File: src/mfde_pkg.sv
`default_nettype none

package mfde_pkg;

  localparam int DISP_WIDTH  = 128;
  localparam int DISP_HEIGHT = 64;
  localparam int STORE_BYTES = DISP_WIDTH * ((DISP_HEIGHT + 7) / 8);
  localparam int AW          = $clog2(STORE_BYTES);
  localparam int CW          = 12;

  localparam logic [2:0] KIND_CLEAR = 3'd0;
  localparam logic [2:0] KIND_PIXEL = 3'd1;
  localparam logic [2:0] KIND_HLINE = 3'd2;
  localparam logic [2:0] KIND_RECT  = 3'd3;
  localparam logic [2:0] KIND_READ  = 3'd4;

  localparam logic [1:0] FB_OP_PIX = 2'd0;
  localparam logic [1:0] FB_OP_CLR = 2'd1;
  localparam logic [1:0] FB_OP_RD  = 2'd2;

  typedef struct packed {
    logic [2:0] kind;
    logic [9:0] pos_x;
    logic [9:0] pos_y;
    logic [7:0] span_w;
    logic [7:0] span_h;
    logic       ink;
    logic [9:0] byte_index;
  } cmd_t;

  typedef struct packed {
    logic          vld;
    logic [1:0]    op;
    logic [AW-1:0] addr;
    logic [2:0]    bit_sel;
    logic          ink;
  } fb_req_t;

  typedef struct packed {
    logic       rdy;
    logic       done;
    logic [7:0] data;
  } fb_rsp_t;

  typedef struct packed {
    logic       vld;
    logic [2:0] kind;
    logic [7:0] data;
  } seq_res_t;

endpackage

`default_nettype wire

File: src/mfde_seq.sv
`default_nettype none

module mfde_seq (
  input  wire logic               clk,
  input  wire logic               rst_n,
  input  wire logic               cmd_vld,
  input  wire mfde_pkg::cmd_t     cmd,
  output logic                    idle,
  output mfde_pkg::fb_req_t       fb_req,
  input  wire mfde_pkg::fb_rsp_t  fb_rsp,
  output mfde_pkg::seq_res_t      res,
  input  wire logic               res_rdy
);
  import mfde_pkg::*;

  localparam logic [2:0] S_IDLE = 3'd0;
  localparam logic [2:0] S_PREP = 3'd1;
  localparam logic [2:0] S_OP   = 3'd2;
  localparam logic [2:0] S_PIX  = 3'd3;
  localparam logic [2:0] S_WAIT = 3'd4;
  localparam logic [2:0] S_STEP = 3'd5;
  localparam logic [2:0] S_FIN  = 3'd6;

  localparam logic [2:0] PH_ONE   = 3'd0;
  localparam logic [2:0] PH_TOP   = 3'd1;
  localparam logic [2:0] PH_BOT   = 3'd2;
  localparam logic [2:0] PH_LEFT  = 3'd3;
  localparam logic [2:0] PH_RIGHT = 3'd4;

  logic [2:0]    state_r, state_nxt;
  logic [2:0]    phase_r, phase_nxt;
  logic [1:0]    prep_r, prep_nxt;
  logic [8:0]    cnt_r, cnt_nxt;
  logic [CW-1:0] cur_x_r, cur_x_nxt;
  logic [CW-1:0] cur_y_r, cur_y_nxt;
  logic [CW-1:0] xe_r, xe_nxt;
  logic [CW-1:0] ye_r, ye_nxt;
  logic [7:0]    rd_r, rd_nxt;
  logic [2:0]    kind_r;
  logic [CW-1:0] x0_r, y0_r;
  logic [7:0]    w_r, h_r;
  logic          ink_r;
  logic [9:0]    bi_r;

  logic [CW-1:0] add_a, add_b, sum;
  logic [CW-1:0] px, py;
  logic          on_screen;
  logic          left;
  logic          bi_ok;
  logic [CW-1:0] sx, sy;

  assign sum   = add_a + add_b;
  assign sx    = {{(CW-10){cmd.pos_x[9]}}, cmd.pos_x};
  assign sy    = {{(CW-10){cmd.pos_y[9]}}, cmd.pos_y};
  assign bi_ok = (32'(cmd.byte_index) < STORE_BYTES);
  assign idle  = (state_r == S_IDLE);

  always_comb begin
    add_a = cur_x_r;
    add_b = CW'(1);
    if (state_r == S_PREP) begin
      case (prep_r)
        2'd0: begin
          add_a = x0_r;
          add_b = CW'(w_r);
        end
        2'd1: begin
          add_a = xe_r;
          add_b = '1;
        end
        2'd2: begin
          add_a = y0_r;
          add_b = CW'(h_r);
        end
        default: begin
          add_a = ye_r;
          add_b = '1;
        end
      endcase
    end else if (phase_r == PH_RIGHT) begin
      add_a = cur_y_r;
    end
  end

  always_comb begin
    case (phase_r)
      PH_LEFT:  px = x0_r;
      PH_RIGHT: px = xe_r;
      default:  px = cur_x_r;
    endcase
    py = cur_y_r;
    on_screen = !px[CW-1] && (px < CW'(DISP_WIDTH)) &&
                !py[CW-1] && (py < CW'(DISP_HEIGHT));
    case (phase_r)
      PH_TOP, PH_BOT: left = (cnt_r < {1'b0, w_r});
      PH_LEFT:        left = (cnt_r < {1'b0, h_r});
      default:        left = 1'b1;
    endcase
  end

  always_comb begin
    state_nxt      = state_r;
    phase_nxt      = phase_r;
    prep_nxt       = prep_r;
    cnt_nxt        = cnt_r;
    cur_x_nxt      = cur_x_r;
    cur_y_nxt      = cur_y_r;
    xe_nxt         = xe_r;
    ye_nxt         = ye_r;
    rd_nxt         = rd_r;
    fb_req.vld     = 1'b0;
    fb_req.op      = FB_OP_PIX;
    fb_req.addr    = AW'(32'(py[CW-1:3]) * DISP_WIDTH + 32'(px));
    fb_req.bit_sel = py[2:0];
    fb_req.ink     = ink_r;
    res.vld        = 1'b0;
    res.kind       = kind_r;
    res.data       = rd_r;
    case (state_r)
      S_IDLE: begin
        if (cmd_vld) begin
          rd_nxt    = 8'h00;
          cnt_nxt   = '0;
          prep_nxt  = '0;
          cur_x_nxt = sx;
          cur_y_nxt = sy;
          case (cmd.kind)
            KIND_CLEAR: state_nxt = S_OP;
            KIND_PIXEL: begin
              state_nxt = S_PIX;
              phase_nxt = PH_ONE;
            end
            KIND_HLINE: begin
              state_nxt = S_PIX;
              phase_nxt = PH_TOP;
            end
            KIND_RECT: begin
              state_nxt = S_PREP;
              phase_nxt = PH_TOP;
            end
            KIND_READ: state_nxt = bi_ok ? S_OP : S_FIN;
            default:   state_nxt = S_FIN;
          endcase
        end
      end
      S_PREP: begin
        prep_nxt = prep_r + 2'd1;
        if (prep_r[1]) begin
          ye_nxt = sum;
        end else begin
          xe_nxt = sum;
        end
        if (prep_r == 2'd3) begin
          state_nxt = S_PIX;
        end
      end
      S_OP: begin
        fb_req.vld  = 1'b1;
        fb_req.op   = (kind_r == KIND_CLEAR) ? FB_OP_CLR : FB_OP_RD;
        fb_req.addr = AW'(bi_r);
        if (fb_rsp.rdy) begin
          state_nxt = S_WAIT;
        end
      end
      S_PIX: begin
        if (!left) begin
          case (phase_r)
            PH_TOP: begin
              if (kind_r == KIND_HLINE) begin
                state_nxt = S_FIN;
              end else begin
                phase_nxt = PH_BOT;
                cur_x_nxt = x0_r;
                cur_y_nxt = ye_r;
                cnt_nxt   = '0;
              end
            end
            PH_BOT: begin
              phase_nxt = PH_LEFT;
              cur_y_nxt = y0_r;
              cnt_nxt   = '0;
            end
            default: state_nxt = S_FIN;
          endcase
        end else if (!on_screen) begin
          state_nxt = S_STEP;
        end else begin
          fb_req.vld = 1'b1;
          if (fb_rsp.rdy) begin
            state_nxt = S_WAIT;
          end
        end
      end
      S_WAIT: begin
        if (fb_rsp.done) begin
          if (kind_r == KIND_READ) begin
            rd_nxt = fb_rsp.data;
          end
          if ((kind_r == KIND_CLEAR) || (kind_r == KIND_READ)) begin
            state_nxt = S_FIN;
          end else begin
            state_nxt = S_STEP;
          end
        end
      end
      S_STEP: begin
        state_nxt = S_PIX;
        case (phase_r)
          PH_TOP, PH_BOT: begin
            cur_x_nxt = sum;
            cnt_nxt   = cnt_r + 9'd1;
          end
          PH_LEFT: phase_nxt = PH_RIGHT;
          PH_RIGHT: begin
            cur_y_nxt = sum;
            cnt_nxt   = cnt_r + 9'd1;
            phase_nxt = PH_LEFT;
          end
          default: state_nxt = S_FIN;
        endcase
      end
      S_FIN: begin
        res.vld = 1'b1;
        if (res_rdy) begin
          state_nxt = S_IDLE;
        end
      end
      default: state_nxt = S_IDLE;
    endcase
  end

  always_ff @(posedge clk) begin
    if (!rst_n) begin
      state_r <= S_IDLE;
      phase_r <= PH_ONE;
      prep_r  <= '0;
      cnt_r   <= '0;
    end else begin
      state_r <= state_nxt;
      phase_r <= phase_nxt;
      prep_r  <= prep_nxt;
      cnt_r   <= cnt_nxt;
    end
  end

  always_ff @(posedge clk) begin
    cur_x_r <= cur_x_nxt;
    cur_y_r <= cur_y_nxt;
    xe_r    <= xe_nxt;
    ye_r    <= ye_nxt;
    rd_r    <= rd_nxt;
    if (idle && cmd_vld) begin
      kind_r <= cmd.kind;
      x0_r   <= sx;
      y0_r   <= sy;
      w_r    <= cmd.span_w;
      h_r    <= cmd.span_h;
      ink_r  <= cmd.ink;
      bi_r   <= cmd.byte_index;
    end
  end

endmodule

`default_nettype wire

File: config.mk
export PLATFORM = sky130hd
export DESIGN_NAME = mfde_seq
export DESIGN_NICKNAME = d
export VERILOG_FILES = /design/src/mfde_pkg.sv /design/src/mfde_seq.sv
export SDC_FILE = /design/constraint.sdc
export NUM_CORES = 1
export LEC_CHECK = 0
export BUFFER_PORTS_ARGS = -buffer_cell sky130_fd_sc_hd__buf_2
export CAP_MARGIN = 40
export CORE_MARGIN = 8
export CORE_UTILIZATION = 62
export CTS_CLUSTER_SIZE = 24
export DETAILED_ROUTE_END_ITERATION = 16
export PLACE_DENSITY = 0.92
export SYNTH_ARGS = -nofsm -noshare
export SYNTH_HDL_FRONTEND = slang
export SYNTH_SLANG_ARGS = --single-unit
File: constraint.sdc
create_clock -name clk -period 10.4 [get_ports clk]
set_input_delay 0 -clock clk [delete_from_list [all_inputs] [get_ports clk]]
set_output_delay 0 -clock clk [all_outputs]
set_load 0.01 [all_outputs]
==> flow_summary.yaml, run 1 <==
grt:
  grt_max_degree: 52
  grt-ovfl-total: 0
  grt_usage_pct: 29.2
  first_global_vias: 6536
  grt_first_pass_wirelength_um: 34100
  antenna_found_initial: 0
critical_path:
  cp.depth: 13
  ff2ff_path_depth: 13
  crit_family: "compound AO/OA/AOI/OAI gates"
  required_ns: 10.54
  endpoint_kind: "flip-flop"
  path_cells: "or3b_1, nand2_1, a31oi_1, ha_1, inv_1, fa_1, nor2b_1, o21ai_0, a21oi_1, o21ai_1, a31oi_1, mux2i_1, o211ai_1"
  setup.worst_path.start_class: "flip-flop"
  path_common_cell: "a31oi_1"
  critical-path-max-stage-delay_ns: 0.97
  critPathBufInv: 1
  path_max_fanout: 30
  cp.arrival_ns: 4.48
  critPathSlowestCell: "dfxtp_1"
  worstSetupPathType: "flip-flop to flip-flop"
routing:
  via_per_inst: 6.68
  drt-total-wl_um: 22200
  wl_per_cell_um: 22.0
  drc: 0
  antenna_left: 0
  first_pass_iters: 9
  drt_iter0_drc: 1243
  vias: 6731
cells_and_area:
  nets: 950
  final_cell_mix: "edfxtp_1, buf_2, nand2_1, dlygate4sd3_1, nor2_1"
  drive_above_1_share_pct: 15.8
  multi_input_area_mm2: 0.00322
  post-route-util_pct: 77.8
  fillCellCount: 668
  area_delta_synth_final_pct: 23.9
  layout_commonest_cell: "edfxtp_1"
  seq_area_mm2: 0.00352
  diodes: 0
synthesis:
  synth-edff-count: 106
  synth_ff_type: "edfxtp_1"
  syn_inst: 716
  async_flop_share_pct: 0
  yosysWarnings: 0
  synthDistinctLibCells: 69
  syn_nets: 813
  ys_seq_area_share_pct: 49.5
  syn_area_mm2: 0.00711
  synth-seq-cells: 123
  synth.avg_cell_area_um2: 9.93
timing:
  worst_slew_pin_slew_ns: 0.986
  slew_headroom_pct: 34.2
  finalSetupViolCount: 0
  min_period_over_period_pct: 41.8
  fmax_mhz: 230
  finalSetupTns_ns: 0
  finalClockSkew_ns: 0.0108
  period_needed_ns: 4.35
  report.final.slew_viol_count: 0
  hold_violations: 0
  rsz0062_at_grt: "no"
place:
  place.gp.congestion: 1.02
  dp_hpwl_um: 14400
  io_buffers: 93
power_and_ir_drop:
  p_int_uw: 1530
  power_frac_comb_pct: 41.2
  power_switching_uw: 1020
  ir_drop_mv: 0.183
  p_seq_share_pct: 35.8
  leakagePower_uw: 0.00356
  switching_share_pct: 39.9
  p_total_uw: 2550
  p_clk_share_pct: 22.9
  p_per_area_mw_per_mm2: 289
min_path:
  hold_depth: 4
  holdCritPathClass: "primary input to flip-flop"
clock_tree:
  clockBufferDepth: 2
  tritoncts: "built"
  cts_buffers: 17
  cts_sinks: 123
  clk_pin_slew_ns: 0.06
  htree_levels: 4
  clkLatencyLatePin_ns: 0.42
  cts_setup_buffers: 0
  clockRootBuffer: "clkbuf_16"
die:
  die_y_um: 123
  ios: 94
  die_w_um: 123
  core_area_mm2: 0.0113
  start_util_pct: 62.8
  die-area_mm2: 0.0152
  rows: 39
flow_run:
  maxCapViolCount: 0
status:
  status: "completed"
==> registers in the layout (all words and copies together), names as in the netlist, 8 cells and up <==
| name | flops |
|---|---|
| cur_x_r | 12 |
| cur_y_r | 12 |
| xe_r | 12 |
| ye_r | 12 |
| bi_r | 10 |
| x0_r | 10 |
| y0_r | 10 |
| cnt_r | 9 |
| h_r | 8 |
| rd_r | 8 |
| w_r | 8 |
==> tightest hold or removal path, stage by stage <==
cell	delay [ns]
buf_2	0.10
inv_1	0.07
a31oi_1	0.16
o41ai_1	0.09
==> routing by layer <==
metal	global-route usage (%)	wire, um
met5	0	0
met3	7.72	3040
met1	36.3	8100
met2	46.1	10100
met4	15.6	981
==> path summary, 6_finish.rpt <==
kind,startpoint,slack (ns),endpoint
min,fb_rsp[9],0.06,state_r[1]$_SDFFE_PN0P_
min reg2reg,prep_r[0]$_SDFFE_PN0P_,0.55,prep_r[0]$_SDFFE_PN0P_
max,phase_r[0]$_SDFFE_PN0P_,6.05,cur_y_r[10]$_DFFE_PP_
max reg2reg,phase_r[0]$_SDFFE_PN0P_,6.05,cur_y_r[10]$_DFFE_PP_
==> cells in the mapped netlist (5+ instances only) <==
library cell	number	share of area (%)
nor2b_1	17	1.5
o21ai_0	31	2.2
inv_1	45	2.4
a31oi_1	14	1.2
o21ai_1	13	0.91
a21o_1	6	0.63
o311ai_0	7	0.86
nand3_1	11	0.77
a222oi_1	9	1.3
ha_1	31	5.5
nor3_1	16	1.1
o211ai_1	6	0.63
nor2_1	57	3.0
clkbuf_1	32	1.7
a221o_1	6	0.84
buf_4	5	0.53
edfxtp_1	106	45
a21oi_1	47	3.3
mux2i_1	14	2.0
dfxtp_1	17	4.8
nand2_1	73	3.9
a211oi_1	6	0.63
and3_1	13	1.1
nand2b_1	8	0.70
o22ai_1	14	1.2
a22oi_1	17	1.8
xnor2_1	11	1.4
or3_1	8	0.70
==> power groups by stage <==
stage	clock, uW	combinational [uW]	sequential, uW
after global placement	0	929	899
after floorplan	0	726	836
final	584	1050	913
after global routing	605	1130	920
after detailed placement	0	978	905
after CTS	578	1010	897
==> per-stage QoR <==
| step | setup WS [ns] | std cells | instance area, um^2 | hold slack [ns] |
|---|---|---|---|---|
| floorplan | 6.90 | 716 | 7110 | 0.0989 |
| global placement | 6.42 | 915 | 7620 | 0.176 |
| detailed placement | 6.27 | 918 | 7650 | 0.178 |
| CTS | 6.22 | 1008 | 8810 | 0.0350 |
| global route | 5.91 | 1008 | 8810 | 0.0968 |
| finish | 6.05 | 1008 | 8810 | 0.0570 |
==> timing repair <==
item                      4_1_cts  5_1_grt
hold buffers                   59        0
hold endpoints to repair       77        0
gates resized for setup         0        0
==> kinds of logic (layout without fill, tap and decap cells) <==
family / after synthesis / in the layout / synth area share [%]
compound gates: 209 / 209 / 19.6
xor+xnor: 14 / 14 / 1.72
fa+ha+maj: 33 / 33 / 6.02
buf+inv: 91 / 240 / 5.24
flops: 123 / 123 / 49.5
mux: 16 / 16 / 2.29
simple gates: 230 / 230 / 15.6
==> layout make-up <==
type / instances / area share (%)
Sequential cell: 123 / 40.0
Timing Repair Buffer: 164 / 13.1
Clock inverter: 10 / 1.42
Inverter: 45 / 1.92
Clock buffer: 21 / 5.00
Multi-Input combinational cell: 502 / 36.5
Tap cell: 143 / 2.03
(Power assumes the default switching activity.)
==> run 2, diff against run 1 <==
Settings changed: ABC_AREA from default to 1, CORE_UTILIZATION 62 to 53, PLACE_DENSITY 0.92 to 0.84.
Clock period 10.4 ns to 3.65 ns, I/O delays scaled along.
==> run 2 against run 1 <==
  * Critical path type unchanged
  * Wire length down 3.7%
  * Clock power increased to 2.9 times the previous value
  * Total power rose to 2.7 times the previous value
  * Critical endpoint is now cur_x_r[6]$_DFFE_PP_
  * Via count shrank 0.83%
  * Final cell count rose by 15%
  * Core utilization fell by 9.7 points
==> flow_summary.yaml, run 2 <==
die:
  rows: 42
  die_y_um: 133
  die-area_mm2: 0.0176
  start_util_pct: 54.5
  die_w_um: 133
  core_area_mm2: 0.0132
  ios: 94
timing:
  fmax_mhz: 299
  period_needed_ns: 3.35
  hold_violations: 0
  finalClockSkew_ns: 0.00741
  report.final.slew_viol_count: 0
  finalSetupViolCount: 0
  rsz0062_at_grt: "no"
  slew_headroom_pct: 40.7
  worst_slew_pin_slew_ns: 0.889
  min_period_over_period_pct: 91.7
  finalSetupTns_ns: 0
critical_path:
  path_cells: "nor2_4, inv_2, nor2_4, inv_2, nor2_4, inv_2, o22ai_1, a31oi_1, ha_1, inv_1, fa_1, inv_1, nand3_1, nand2_1, nand2_1, a21oi_1, nor2_1, xor2_1, inv_1, nand2_1, o211ai_1"
  critical-path-max-stage-delay_ns: 0.47
  r2r_start: "state_r[1]$_SDFFE_PN0P_"
  cp.arrival_ns: 3.51
  endpoint_kind: "flip-flop"
  r2r_setup_slack_ns: 0.30
  ff2ff_path_depth: 21
  path_max_fanout: 13
  critPathSlowestCell: "dfxtp_1"
  required_ns: 3.81
  r2r_end: "cur_x_r[6]$_DFFE_PP_"
  worstSetupPathType: "flip-flop to flip-flop"
  setup.worst_path.start_class: "flip-flop"
grt:
  use_met3_pct: 5.83
  met1_usage_pct: 31.1
  busiest_layer: "met2"
  antenna_found_initial: 0
  grt_first_pass_wirelength_um: 33600
  grt-ovfl-total: 0
  first_global_vias: 6447
  grt_usage_pct: 24.3
  grt_max_degree: 52
  grtUsageMet2_pct: 38.2
power_and_ir_drop:
  p_per_area_mw_per_mm2: 764
  ir_drop_mv: 0.402
  p_total_uw: 6890
  leakagePower_uw: 0.00395
synthesis:
  syn_area_mm2: 0.00721
  synth_ff_type: "edfxtp_1"
  synth_most_common_cell: "nand2_1"
  synth-edff-count: 106
  yosysTopAreaCellShare_pct: 44.1
  ys_seq_area_share_pct: 48.9
  async_flop_share_pct: 0
  synthDistinctLibCells: 54
  syn_nets: 912
  yosysWarnings: 0
  synth_common_cells: "nand2_1, edfxtp_1, inv_1"
  synth_area_leader_cell: "edfxtp_1"
  synthTopCellsByArea: "edfxtp_1, nand2_1, ha_1"
  synth-seq-cells: 123
  syn_inst: 815
  synth.avg_cell_area_um2: 8.85
place:
  dp_hpwl_um: 14800
  place_area_mm2: 0.00784
  io_buffers: 93
  place.gp.congestion: 0.990
cells_and_area:
  diodes: 0
  fin_area_mm2: 0.00902
  multi_input_area_mm2: 0.00311
  seq_area_mm2: 0.00353
  layout_commonest_cell: "nand2_1"
  fillCellCount: 1018
  final_cell_mix: "nand2_1, edfxtp_1, inv_1, buf_2, nor2_1"
  nets: 1070
  area_delta_synth_final_pct: 25.1
  drive_above_1_share_pct: 18.0
min_path:
  worstHoldEndpoint: "state_r[2]$_SDFFE_PN0P_"
  holdCritPathClass: "primary input to flip-flop"
  hold_start: "fb_rsp[9]"
  hold_depth: 7
routing:
  antenna_left: 0
  wl_per_cell_um: 18.4
  drt-total-wl_um: 21400
  drc: 0
  first_pass_iters: 6
  vias: 6675
  via_per_inst: 5.74
  drt_iter0_drc: 942
clock_tree:
  cts_setup_buffers: 0
  cts_buffers: 17
  clkLatencyLatePin_ns: 0.43
  clockRootBuffer: "clkbuf_16"
  clk_pin_slew_ns: 0.06
  tritoncts: "built"
  cts_sinks: 123
  clockBufferDepth: 2
  htree_levels: 4
status:
  status: "completed"
flow_run:
  maxCapViolCount: 0
## run 2: logic make-up after synthesis
| group | share of synthesized area, % |
|---|---|
| buffers and inverters | 8.17 |
| adders and majority gates | 5.93 |
| and+or+nand+nor | 23.0 |
| AOI/OAI and AO/OA | 11.9 |
| xor gates and xnor gates | 2.17 |
| DFF | 48.9 |
## run 2: worst max-delay path: cells and delay by family, from the launching register on
family,cells,cell delay [ns]
AO/OA/AOI/OAI,4,0.52
XOR/XNOR,1,0.14
adder cells (fa/ha/maj),2,0.61
buffers and inverters,6,0.69
flip-flops,1,0.47
AND/OR/NAND/NOR,8,0.66
## run 2: cell type report
| class | count | share of cell area [%] |
|---|---|---|
| inverter | 112 | 4.67 |
| timing repair buffer | 166 | 12.8 |
| sequential | 123 | 39.1 |
| tap | 176 | 2.44 |
| multi-input combinational | 553 | 34.5 |
| clock buffer | 19 | 4.80 |
| clock inverter | 13 | 1.68 |
## run 2: worst max path at each step
stage	start	end	cells after the start
floorplan	state_r[1]$_SDFFE_PN0P_	cur_y_r[0]$_DFFE_PP_	7
global placement	state_r[2]$_SDFFE_PN0P_	cur_x_r[10]$_DFFE_PP_	20
detailed placement	state_r[0]$_SDFFE_PN0P_	cur_y_r[10]$_DFFE_PP_	23
CTS	state_r[0]$_SDFFE_PN0P_	cur_y_r[10]$_DFFE_PP_	23
global route	state_r[0]$_SDFFE_PN0P_	cur_y_r[10]$_DFFE_PP_	23
finish	state_r[1]$_SDFFE_PN0P_	cur_x_r[6]$_DFFE_PP_	21
## run 2: power by group
group / switching (uW) / internal [uW] / leakage (uW) / total, uW
Sequential: 229 / 2080 / 0.00114 / 2310
Combinational: 1920 / 967 / 0.00253 / 2890
Clock: 626 / 1060 / 0.000277 / 1690
Total: 2780 / 4110 / 0.00395 / 6890
## run 2: routing by layer
metal	up-vias	share of wire [%]
met5	-	0
met2	480	46
li1	3098	-
met4	0	3.5
met3	63	11
met1	3034	40
## run 2: per-stage QoR
stage	hold slack, ns	setup slack [ns]	std cells	util (%)
2_1_floorplan	0.0989	0.589	815	-
3_3_place_gp	0.176	0.435	1070	59.2
3_5_place_dp	0.178	0.333	1070	59.2
4_1_cts	0.0623	0.280	1161	68.1
5_1_grt	0.115	0.000313	1162	68.1
6_report	0.0827	0.301	1162	68.1
## run 2: repair_timing
item,in CTS,in global routing
hold endpoints to repair,82,0
hold buffers,59,0
endpoints found under the setup margin,0,4
gates resized for setup,0,2
==> run 3, diff against run 2 <==
Settings changed: MAX_ROUTING_LAYER from default to met4, SETUP_SLACK_MARGIN from default to 0.2, SLEW_MARGIN from default to 0.
==> run 3 against run 2 <==
  * Via count increased by 0.34%
  * Critical path type unchanged
  * Die area did not move
  * Clock-buffer cell count grew 1
  * Sequential power is essentially flat
  * Final cell count grew 0.34%
==> flow_summary.yaml, run 3 (synthesized netlist as in run 2, its figures left out) <==
status:
  status: "completed"
timing:
  report.final.slew_viol_count: 0
  hold_ws_ns: 0.0730
  period_needed_ns: 3.30
  finalSetupViolCount: 0
  fmax_mhz: 303
  min_period_over_period_pct: 90.3
  finalSetupTns_ns: 0
  slew_headroom_pct: 47.9
  finalClockSkew_ns: 0.00934
  hold_violations: 0
  rsz0062_at_grt: "yes"
  worst_slew_pin_slew_ns: 0.781
routing:
  routed.top_layer: "met4"
  dr_wl_met3_um: 2330
  drc: 0
  via_per_inst: 5.74
  drt-total-wl_um: 21400
  drt_iter0_drc: 884
  antenna_left: 0
  wl_per_cell_um: 18.4
  vias: 6698
  met1Wirelength_um: 8270
  wl_met2_um: 9930
  first_pass_iters: 7
power_and_ir_drop:
  power_switching_uw: 2780
  ir_drop_mv: 0.527
  leakagePower_uw: 0.00396
  power_frac_comb_pct: 42.2
  switching_share_pct: 40.2
  p_seq_share_pct: 33.5
  p_per_area_mw_per_mm2: 762
  p_int_uw: 4130
  p_clk_share_pct: 24.3
critical_path:
  setup.worst_path.start_class: "flip-flop"
  endpoint_kind: "flip-flop"
  critPathBufInv: 7
  critical-path-max-stage-delay_ns: 0.41
  path_max_fanout: 13
  cp.arrival_ns: 3.45
  path_cells: "inv_2, nor2_4, inv_2, nor2_4, inv_4, nor2_4, inv_2, o22ai_1, a31oi_1, ha_1, inv_1, fa_1, inv_1, nand3_1, nand2_1, nand2_1, a21oi_2, nor2_1, xor2_1, inv_1, nand2_1, o211ai_1"
  ff2ff_path_depth: 22
  required_ns: 3.81
  r2r_end: "cur_x_r[6]$_DFFE_PP_"
  critPathSlowestCell: "dfxtp_2"
  r2r_start: "state_r[0]$_SDFFE_PN0P_"
  r2r_setup_slack_ns: 0.35
  worstSetupPathType: "flip-flop to flip-flop"
  crit_family: "simple AND/OR/NAND/NOR gates"
clock_tree:
  cts_sinks: 123
  clockBufferDepth: 2
  clockRootBuffer: "clkbuf_16"
  clk_pin_slew_ns: 0.05
  clkLatencyLatePin_ns: 0.43
  tritoncts: "built"
  cts_buffers: 17
  htree_levels: 4
cells_and_area:
  instances_no_fill: 1166
  nets: 1073
  post-route-util_pct: 68.5
  layout_commonest_cell: "nand2_1"
  drive_above_1_share_pct: 19.0
  final_cell_mix: "nand2_1, edfxtp_1, inv_1, buf_2, nor2_1"
  area_delta_synth_final_pct: 25.7
place:
  place.gp.congestion: 1.03
  dp.cells: 1070
  dp_hpwl_um: 15100
  io_buffers: 93
die:
  die-area_mm2: 0.0176
  rows: 42
  die_w_um: 133
  die_y_um: 133
  start_util_pct: 54.5
  core_area_mm2: 0.0132
  ios: 94
flow_run:
  maxCapViolCount: 0
grt:
  first_global_vias: 6504
  antenna_found_initial: 1
  grt_first_pass_wirelength_um: 33200
  grt-ovfl-total: 0
  grt_max_degree: 52
  grt_usage_pct: 24.7
min_path:
  hold_start: "fb_rsp[9]"
  hold_depth: 7
  worstHoldEndpoint: "state_r[2]$_SDFFE_PN0P_"
  holdCritPathClass: "primary input to flip-flop"
[run 3: worst max-delay path by stage]
stage                                       start                     to  slack (ns)  cells after the start
after global placement    state_r[2]$_SDFFE_PN0P_  cur_y_r[10]$_DFFE_PP_        0.47                     20
after CTS                 state_r[0]$_SDFFE_PN0P_   cur_x_r[6]$_DFFE_PP_        0.29                     22
after global routing      state_r[0]$_SDFFE_PN0P_  cur_x_r[10]$_DFFE_PP_        0.18                     23
final                     state_r[0]$_SDFFE_PN0P_   cur_x_r[6]$_DFFE_PP_        0.35                     22
after detailed placement  state_r[0]$_SDFFE_PN0P_   cur_x_r[6]$_DFFE_PP_        0.32                     22
after floorplan           state_r[1]$_SDFFE_PN0P_   cur_y_r[0]$_DFFE_PP_        0.59                      7
[run 3: per-layer routing]
metal	track usage, %	vias to the layer above
li1	-	3111
met1	29.1	3044
met2	39.0	462
met3	5.68	81
met4	12.7	0
met5	-	-
[run 3: area by class of cell]
cell class	count	area [um^2]
diodes	1	2.50
clock buffers	20	437
well taps	176	220
fillers	1010	4180
multi-input cells	553	3120
repair buffers	169	1180
inverters	112	424
flip-flops and latches	123	3530
clock inverters	12	148
[run 3: through the flow]
step                      area, um^2  setup WS [ns]  total power [uW]
after floorplan                 7210          0.589              4190
after global placement          7840          0.472              5020
after detailed placement        7840          0.315              5070
after CTS                       9010          0.291              6810
after global routing            9060          0.184              7270
final                           9060          0.354              6910
[run 3: power by group through the flow]
| stage | registers, uW | logic (uW) | clock network (uW) |
|---|---|---|---|
| after floorplan | 2260 | 1930 | 0 |
| after global placement | 2310 | 2710 | 0 |
| after detailed placement | 2320 | 2750 | 0 |
| after CTS | 2300 | 2820 | 1690 |
| after global routing | 2330 | 3190 | 1750 |
| final | 2310 | 2920 | 1680 |
[run 3: repair_timing]
item,4_1_cts,5_1_grt
buffers inserted,0,3
endpoints found under the setup margin,0,16
hold buffers,59,0
hold endpoints to repair,82,0
gates resized for setup,0,10
[run 3: worst reg2reg max path, stage by stage (launching register included)]
cell      delay (ns)
dfxtp_2         0.41
inv_2           0.09
nor2_4          0.11
inv_2           0.06
nor2_4          0.26
inv_4           0.14
nor2_4          0.14
inv_2           0.10
o22ai_1         0.16
a31oi_1         0.07
ha_1            0.23
inv_1           0.07
fa_1            0.20
inv_1           0.05
nand3_1         0.10
nand2_1         0.09
nand2_1         0.11
a21oi_2         0.07
nor2_1          0.12
xor2_1          0.16
inv_1           0.08
nand2_1         0.08
o211ai_1        0.11
